==> src/rtl/dpsc_pkg.sv <==
// Package for the drum pad strike to command frame block.
// Holds widths, frame bytes, register indexes, types and shared functions.
package dpsc_pkg;

	localparam int PAD_COUNT  = 3;
	localparam int LANE_W     = (PAD_COUNT > 1) ? $clog2(PAD_COUNT) : 1;
	localparam int SAMPLE_W   = 10;
	localparam int VOL_W      = 8;
	localparam int BYTE_W     = 8;
	localparam int CHK_W      = 16;
	localparam int CFG_IDX_W  = 3;
	localparam int CFG_DATA_W = 10;
	localparam int POS_W      = 4;

	localparam logic [CFG_IDX_W-1:0] REG_THRESHOLD  = 3'd0;
	localparam logic [CFG_IDX_W-1:0] REG_MEDIUM_BND = 3'd1;
	localparam logic [CFG_IDX_W-1:0] REG_LOUD_BND   = 3'd2;
	localparam logic [CFG_IDX_W-1:0] REG_SOFT_VOL   = 3'd3;
	localparam logic [CFG_IDX_W-1:0] REG_MEDIUM_VOL = 3'd4;
	localparam logic [CFG_IDX_W-1:0] REG_LOUD_VOL   = 3'd5;

	localparam logic [SAMPLE_W-1:0] RST_THRESHOLD  = 10'd100;
	localparam logic [SAMPLE_W-1:0] RST_MEDIUM_BND = 10'd300;
	localparam logic [SAMPLE_W-1:0] RST_LOUD_BND   = 10'd600;
	localparam logic [VOL_W-1:0]    RST_SOFT_VOL   = 8'h14;
	localparam logic [VOL_W-1:0]    RST_MEDIUM_VOL = 8'h19;
	localparam logic [VOL_W-1:0]    RST_LOUD_VOL   = 8'h1E;

	localparam logic [BYTE_W-1:0] FRAME_START   = 8'h7E;
	localparam logic [BYTE_W-1:0] FRAME_VERSION = 8'hFF;
	localparam logic [BYTE_W-1:0] FRAME_LENGTH  = 8'h06;
	localparam logic [BYTE_W-1:0] FRAME_NO_ACK  = 8'h00;
	localparam logic [BYTE_W-1:0] FRAME_PARAM1  = 8'h00;
	localparam logic [BYTE_W-1:0] FRAME_END     = 8'hEF;
	localparam logic [BYTE_W-1:0] CMD_VOLUME    = 8'h06;
	localparam logic [BYTE_W-1:0] CMD_PLAY      = 8'h03;

	localparam logic [POS_W-1:0] POS_START   = 4'd0;
	localparam logic [POS_W-1:0] POS_VERSION = 4'd1;
	localparam logic [POS_W-1:0] POS_LENGTH  = 4'd2;
	localparam logic [POS_W-1:0] POS_CMD     = 4'd3;
	localparam logic [POS_W-1:0] POS_ACK     = 4'd4;
	localparam logic [POS_W-1:0] POS_P1      = 4'd5;
	localparam logic [POS_W-1:0] POS_P2      = 4'd6;
	localparam logic [POS_W-1:0] POS_CHK_HI  = 4'd7;
	localparam logic [POS_W-1:0] POS_CHK_LO  = 4'd8;
	localparam logic [POS_W-1:0] POS_END     = 4'd9;

	localparam logic [BYTE_W-1:0] TRACK_OF_PAD [3] = '{8'd3, 8'd1, 8'd2};

	typedef struct packed {
		logic [SAMPLE_W-1:0] threshold;
		logic [SAMPLE_W-1:0] medium_bound;
		logic [SAMPLE_W-1:0] loud_bound;
		logic [VOL_W-1:0]    soft_volume;
		logic [VOL_W-1:0]    medium_volume;
		logic [VOL_W-1:0]    loud_volume;
	} cfg_t;

	typedef struct packed {
		logic             strike;
		logic [VOL_W-1:0] vol;
	} lane_res_t;

	function automatic logic [CHK_W-1:0] frame_checksum(input logic [BYTE_W-1:0] cmd,
		input logic [BYTE_W-1:0] p2);
		logic [CHK_W-1:0] sum;
		sum = CHK_W'(FRAME_VERSION) + CHK_W'(FRAME_LENGTH) + CHK_W'(cmd)
			+ CHK_W'(FRAME_NO_ACK) + CHK_W'(FRAME_PARAM1) + CHK_W'(p2);
		return CHK_W'(0) - sum;
	endfunction

	function automatic logic [LANE_W-1:0] top_lane(input logic [PAD_COUNT-1:0] mask);
		logic [LANE_W-1:0] idx;
		idx = '0;
		for (int i = 0; i < PAD_COUNT; i++) begin
			if (mask[i]) begin
				idx = LANE_W'(i);
			end
		end
		return idx;
	endfunction

endpackage

==> src/rtl/dpsc_lane.sv <==
// One pad lane: keeps the previous sample, detects a rising crossing
// and picks the volume byte. Depends on dpsc_pkg.
module dpsc_lane (
	input  logic                          clk,
	input  logic                          arst_n,
	input  logic                          accept,
	input  logic [dpsc_pkg::SAMPLE_W-1:0] sample,
	input  dpsc_pkg::cfg_t                cfg,
	output dpsc_pkg::lane_res_t           res
);
	import dpsc_pkg::*;

	logic [SAMPLE_W-1:0] prev_q;

	always_ff @(posedge clk or negedge arst_n) begin
		if (!arst_n) begin
			prev_q <= '0;
		end else if (accept) begin
			prev_q <= sample;
		end
	end

	always_comb begin
		res.strike = (sample > cfg.threshold) && (prev_q <= cfg.threshold);
		if (sample < cfg.medium_bound) begin
			res.vol = cfg.soft_volume;
		end else if (sample < cfg.loud_bound) begin
			res.vol = cfg.medium_volume;
		end else begin
			res.vol = cfg.loud_volume;
		end
	end

endmodule

==> src/rtl/dpsc_ser.sv <==
// Merge stage: walks the struck lanes from the highest channel down and
// sends two command frames per strike, one byte per word. Depends on dpsc_pkg.
module dpsc_ser (
	input  logic                                      clk,
	input  logic                                      arst_n,
	input  logic                                      load_valid,
	input  dpsc_pkg::lane_res_t [dpsc_pkg::PAD_COUNT-1:0] load,
	output logic                                      take,
	output logic                                      out_valid,
	input  logic                                      out_stall,
	output logic [dpsc_pkg::BYTE_W-1:0]               frame_byte,
	output logic                                      last_of_run
);
	import dpsc_pkg::*;

	logic [PAD_COUNT-1:0] pend_q;
	logic [VOL_W-1:0]     vols_q [PAD_COUNT];
	logic                 play_q;
	logic [POS_W-1:0]     pos_q;
	logic                 out_valid_q;
	logic [BYTE_W-1:0]    byte_q;
	logic                 last_q;

	logic [PAD_COUNT-1:0] strikes;
	logic [LANE_W-1:0]    cur;
	logic [BYTE_W-1:0]    cmd;
	logic [BYTE_W-1:0]    p2;
	logic [CHK_W-1:0]     chk;
	logic [BYTE_W-1:0]    next_byte;
	logic                 frame_done;
	logic                 run_last;
	logic                 emit;

	always_comb begin
		for (int i = 0; i < PAD_COUNT; i++) begin
			strikes[i] = load[i].strike;
		end
	end

	assign cur        = top_lane(pend_q);
	assign cmd        = play_q ? CMD_PLAY : CMD_VOLUME;
	assign p2         = play_q ? TRACK_OF_PAD[cur] : vols_q[cur];
	assign chk        = frame_checksum(cmd, p2);
	assign frame_done = (pos_q == POS_END);
	assign run_last   = frame_done && play_q && ((pend_q & (pend_q - 1'b1)) == '0);
	assign emit       = (pend_q != '0) && (!out_valid_q || !out_stall);
	assign take       = load_valid && (pend_q == '0);

	always_comb begin
		unique case (pos_q)
			POS_START:   next_byte = FRAME_START;
			POS_VERSION: next_byte = FRAME_VERSION;
			POS_LENGTH:  next_byte = FRAME_LENGTH;
			POS_CMD:     next_byte = cmd;
			POS_ACK:     next_byte = FRAME_NO_ACK;
			POS_P1:      next_byte = FRAME_PARAM1;
			POS_P2:      next_byte = p2;
			POS_CHK_HI:  next_byte = chk[CHK_W-1:BYTE_W];
			POS_CHK_LO:  next_byte = chk[BYTE_W-1:0];
			POS_END:     next_byte = FRAME_END;
			default:     next_byte = FRAME_END;
		endcase
	end

	always_ff @(posedge clk or negedge arst_n) begin
		if (!arst_n) begin
			pend_q <= '0;
			play_q <= 1'b0;
			pos_q  <= POS_START;
		end else if (take) begin
			pend_q <= strikes;
			play_q <= 1'b0;
			pos_q  <= POS_START;
		end else if (emit) begin
			if (frame_done) begin
				pos_q  <= POS_START;
				play_q <= !play_q;
				if (play_q) begin
					pend_q[cur] <= 1'b0;
				end
			end else begin
				pos_q <= pos_q + 1'b1;
			end
		end
	end

	always_ff @(posedge clk) begin
		if (take) begin
			for (int i = 0; i < PAD_COUNT; i++) begin
				vols_q[i] <= load[i].vol;
			end
		end
	end

	always_ff @(posedge clk or negedge arst_n) begin
		if (!arst_n) begin
			out_valid_q <= 1'b0;
		end else if (emit) begin
			out_valid_q <= 1'b1;
		end else if (!out_stall) begin
			out_valid_q <= 1'b0;
		end
	end

	always_ff @(posedge clk) begin
		if (emit) begin
			byte_q <= next_byte;
			last_q <= run_last;
		end
	end

	assign out_valid   = out_valid_q;
	assign frame_byte  = byte_q;
	assign last_of_run = last_q;

endmodule

==> src/rtl/drum_pad_strike_to_command_frames.sv <==
// Top level: pad lanes, a scan register and the frame merge stage.
// Depends on dpsc_pkg, dpsc_lane and dpsc_ser.
// A scan's first byte passes the scan register and the merge stage's pending lanes
// before the output register. Output: one byte per cycle while out_stall is low,
// 20 bytes per strike; a new scan can wait in the scan register meanwhile.
// Reset at once sets default config, clears old samples, valid flags, pending work.
module drum_pad_strike_to_command_frames (
	input  logic                            clk,
	input  logic                            arst_n,
	input  logic                            in_valid,
	output logic                            in_stall,
	input  logic [dpsc_pkg::SAMPLE_W-1:0]   sample_ch0,
	input  logic [dpsc_pkg::SAMPLE_W-1:0]   sample_ch1,
	input  logic [dpsc_pkg::SAMPLE_W-1:0]   sample_ch2,
	output logic                            out_valid,
	input  logic                            out_stall,
	output logic [dpsc_pkg::BYTE_W-1:0]     frame_byte,
	output logic                            last_of_run,
	input  logic                            cfg_we,
	input  logic [dpsc_pkg::CFG_IDX_W-1:0]  cfg_index,
	input  logic [dpsc_pkg::CFG_DATA_W-1:0] cfg_data
);
	import dpsc_pkg::*;

	cfg_t                            cfg_q;
	logic [SAMPLE_W-1:0]             samples [3];
	lane_res_t [PAD_COUNT-1:0]       lane_res;
	lane_res_t [PAD_COUNT-1:0]       lane_s1;
	logic                            s1_valid_q;
	logic                            accept;
	logic                            take;

	always_ff @(posedge clk or negedge arst_n) begin
		if (!arst_n) begin
			cfg_q.threshold     <= RST_THRESHOLD;
			cfg_q.medium_bound  <= RST_MEDIUM_BND;
			cfg_q.loud_bound    <= RST_LOUD_BND;
			cfg_q.soft_volume   <= RST_SOFT_VOL;
			cfg_q.medium_volume <= RST_MEDIUM_VOL;
			cfg_q.loud_volume   <= RST_LOUD_VOL;
		end else if (cfg_we) begin
			unique case (cfg_index)
				REG_THRESHOLD:  cfg_q.threshold     <= cfg_data;
				REG_MEDIUM_BND: cfg_q.medium_bound  <= cfg_data;
				REG_LOUD_BND:   cfg_q.loud_bound    <= cfg_data;
				REG_SOFT_VOL:   cfg_q.soft_volume   <= cfg_data[VOL_W-1:0];
				REG_MEDIUM_VOL: cfg_q.medium_volume <= cfg_data[VOL_W-1:0];
				REG_LOUD_VOL:   cfg_q.loud_volume   <= cfg_data[VOL_W-1:0];
				default: ;
			endcase
		end
	end

	assign samples[0] = sample_ch0;
	assign samples[1] = sample_ch1;
	assign samples[2] = sample_ch2;

	assign in_stall = s1_valid_q && !take;
	assign accept   = in_valid && !in_stall;

	for (genvar g = 0; g < PAD_COUNT; g++) begin : g_lane
		dpsc_lane u_lane (
			.clk    (clk),
			.arst_n (arst_n),
			.accept (accept),
			.sample (samples[g]),
			.cfg    (cfg_q),
			.res    (lane_res[g])
		);
	end

	always_ff @(posedge clk or negedge arst_n) begin
		if (!arst_n) begin
			s1_valid_q <= 1'b0;
		end else if (accept) begin
			s1_valid_q <= 1'b1;
		end else if (take) begin
			s1_valid_q <= 1'b0;
		end
	end

	always_ff @(posedge clk) begin
		if (accept) begin
			lane_s1 <= lane_res;
		end
	end

	dpsc_ser u_ser (
		.clk         (clk),
		.arst_n      (arst_n),
		.load_valid  (s1_valid_q),
		.load        (lane_s1),
		.take        (take),
		.out_valid   (out_valid),
		.out_stall   (out_stall),
		.frame_byte  (frame_byte),
		.last_of_run (last_of_run)
	);

endmodule

==> config.mk <==
export PLATFORM = sky130hd
export DESIGN_NAME = drum_pad_strike_to_command_frames
export DESIGN_NICKNAME = d
export VERILOG_FILES = /design/src/rtl/dpsc_pkg.sv /design/src/rtl/dpsc_lane.sv /design/src/rtl/dpsc_ser.sv /design/src/rtl/drum_pad_strike_to_command_frames.sv
export SDC_FILE = /design/constraint.sdc
export NUM_CORES = 1
export LEC_CHECK = 0
export BUFFER_PORTS_ARGS = -buffer_cell sky130_fd_sc_hd__buf_2
export CORE_MARGIN = 8
export CORE_UTILIZATION = 60
export DETAILED_ROUTE_END_ITERATION = 8
export GPL_TIMING_DRIVEN = 0
export PLACE_DENSITY = 0.81
export SLEW_MARGIN = 30
export SYNTH_ARGS = -nofsm -noshare
export SYNTH_HDL_FRONTEND = slang
export SYNTH_HIERARCHICAL = 1
export SYNTH_SLANG_ARGS = --single-unit
==> constraint.sdc <==
create_clock -name clk -period 5.8 [get_ports clk]
set_clock_uncertainty 0.2 [all_clocks]
set_input_delay 0.58 -clock clk [delete_from_list [all_inputs] [get_ports clk]]
set_output_delay 0.58 -clock clk [all_outputs]
set_load 0.01 [all_outputs]
==> metrics.yaml <==
route:
  postRouteAntennaNets: 0
  firstDrtPassIters: 5
  routed-wl-met3_mm: 1.49
  wl_met1_mm: 9.85
  wl_met2_mm: 10.8
  top_layer_used: "met4"
  wl_mm: 22.9
  via_per_inst: 6.08
  drt_drc_violations_left: 0
  drt-initial-drc-count: 617
  num_vias: 7241
  wl_per_cell_um: 19.3
sta:
  worstMarginPinSlew_ps: 847
  period_share: 0.626
  finalSetupViolCount: 0
  fmax_mhz: 275
  tns_ps: 0
  grt_setup_unrepaired: "no"
  hold_viol_final: 0
  relSlewSlack: 0.435
  maxSlewViolCount: 0
  fin_crit_ps: 3630
logic_synthesis:
  synthMuxAreaShare: 0.115
  synthesis.nets: 1043
  synth_cells: 878
  synth-edff-count: 60
  yosys.area_share.simple: 0.0878
  synth_top_area_share: 0.188
  ys.flop_type: "dfrtp_1"
  synth.distinct_cells: 66
  synth_xor_area_frac: 0.00444
  ys_async_sr_fraction: 0.610
  syn_area_um2: 9860
  ys_top_cells_by_area: "dfrtp_1 (19%), edfxtp_1 (18%), ha_1 (15%)"
  synth_compound_area_frac: 0.159
  netlist_top_cells_count: "ha_1 (117), inv_1 (106), dfrtp_1 (74)"
  yosysSeqAreaShare: 0.424
  avgSynthCellArea_um2: 11.2
  yosysWarnings: 6
  yosysMostFrequentCell: "ha_1"
  synth_top_family_by_area: "compound AO/OA/AOI/OAI gates"
  ys_seq_elements: 154
  synth_fa_ha_area_frac: 0.148
  synth_largest_area_cell: "dfrtp_1"
clock_network:
  cts.sinks: 154
  clock_path_buffers: 2
  root_buffer: "clkbuf_16"
  clk_pin_slew_ps: 70
  cts_tree: "done"
  cts-buffers-inserted: 17
  h-tree-depth: 4
  insertion_delay_ps: 430
  postCtsSetupBuffers: 0
power_and_ir_drop:
  p_leak_nw: 5.19
  finalPower_w: 0.00440
  vdd_drop_max_mv: 0.273
  powerDensity_nw_per_um2: 397
floorplan:
  num_rows: 47
  ioPinCount: 59
  dieArea_um2: 20800
  core_um2: 16300
  die_w_um: 144
  die_height_um: 144
  initial_utilization: 0.603
critical_path:
  critPathMaxFanout: 31
  critPathRequiredTime_ps: 5920
  startpoint_type: "register"
  arrival_ps: 3750
  cp-end-kind: "register"
  worst-setup-path-type: "register to register"
job:
  drv_cap: 0
cells_and_area:
  antenna_cells: 0
  areaGrowthSynthToFinish_pct: 12.4
  fill_cells: 1240
  nets: 1123
  drive_gt1_frac: 0.247
placed_design:
  hpwlAfterDp_mm: 17.4
  io_buffers: 58
  gp_congestion: 0.910
global_route:
  grt_usage: 0.234
  grt-ovfl-total: 0
  grt_pass1_vias: 7398
  grt_start_max_net_pins: 64
  grt_pass1_wl_mm: 37.1
  antenna_found_initial: 0
min_path:
  hp-class: "input port to register"
outcome:
  status: "finished, final reports clean"
-- worst max-delay path: stages, from the launching register on --
cell,delay [ps]
dfrtp_1,350
buf_2,180
nor3_1,490
and2_1,200
buf_2,510
nand2b_1,220
and2_2,250
buf_12,220
clkbuf_1,480
mux2_2,400
-- power by group --
part | switching, W | total (W) | internal, W
Combinational | 0.000936 | 0.00170 | 0.000761
Sequential | 0.000186 | 0.00160 | 0.00141
Clock | 0.000436 | 0.00111 | 0.000672
Total | 0.00156 | 0.00440 | 0.00285
-- final timing paths --
kind	to	start	slack (ps)	cells after the start
worst max register to register	g_lane[0].u_lane/prev_q[5]	u_ser/pend_q[2]	2170	9
worst min register to register	u_ser/vols_q[2][6]	lane_s1[24]	220	0
worst max-delay path	g_lane[0].u_lane/prev_q[5]	u_ser/pend_q[2]	2170	9
max in group asynchronous	cfg_q[33]	arst_n	4360	3
min in group asynchronous	g_lane[1].u_lane/prev_q[8]	arst_n	390	2
worst min-delay path	s1_valid_q	in_valid	160	2
-- per-layer routing --
metal / GRT usage / vias to the layer above
li1: - / 3428
met2: 0.386 / 275
met1: 0.285 / 3486
met3: 0.0545 / 52
met4: 0.107 / 0
met5: 0 / -
-- layout make-up --
type	instances	area (µm²)	area share
multi-input cells	588	5080	0.458
clock buffers	23	479	0.0432
plain buffers	29	203	0.0183
inverters	107	404	0.0365
repair buffers	61	354	0.0319
well taps	220	275	0.0248
flip-flops and latches	154	4180	0.377
clock inverters	9	113	0.0102
-- registers in the layout, indices dropped and copies added, names as in the netlist, 3 cells and up --
signal	count
u_ser/vols_q	24
u_ser/pos_q	4
g_lane.u_lane/prev_q	30
lane_s1	27
u_ser/pend_q	3
u_ser/frame_byte	8
cfg_q	54
-- metrics by stage --
stage | hold slack, ps | instance area [µm²] | worst slack, ps | instances | util
2_1_floorplan | 84.4 | 9860 | 2290 | 878 | -
3_3_place_gp | 201 | 10400 | 1470 | 1156 | 0.638
3_5_place_dp | 205 | 10500 | 2170 | 1158 | 0.641
4_1_cts | 158 | 11100 | 2150 | 1191 | 0.678
5_1_grt | 158 | 11100 | 1920 | 1191 | 0.678
6_report | 159 | 11100 | 2170 | 1191 | 0.678
-- cell usage in the layout, fill, tap and decap left out, drive strengths merged, types with 4 or more instances in the layout --
master / n
a211oi: 27
buf: 81
inv: 108
a221oi: 6
and3: 8
o211ai: 6
nor2: 19
nor3: 6
o221ai: 5
dfstp: 20
mux2: 83
edfxtp: 60
a31o: 4
dfrtp: 74
a21oi: 37
nand2: 26
a211o: 4
ha: 117
mux2i: 8
nand4: 17
a31oi: 27
nor2b: 10
nand3: 38
o21ai: 45
clkinv: 5
a21o: 39
o31ai: 5
clkbuf: 31
or2: 5
nand2b: 12
-- timing repair --
| item | CTS | global route |
|---|---|---|
| gates resized for setup | 0 | 0 |
| hold buffers | 1 | 0 |
| endpoints found under the hold margin | 22 | 0 |
-- cell families (layout without fill, tap and decap cells) --
kind of cell	count (synthesis)	count (layout)
AOI/OAI and AO/OA	220	220
xor gates and xnor gates	5	5
adders and majority gates	117	117
buffers and inverters	136	229
DFF	154	154
muxes	91	91
and+or+nand+nor	155	155
No activity file was read; power rests on OpenSTA's default activity.
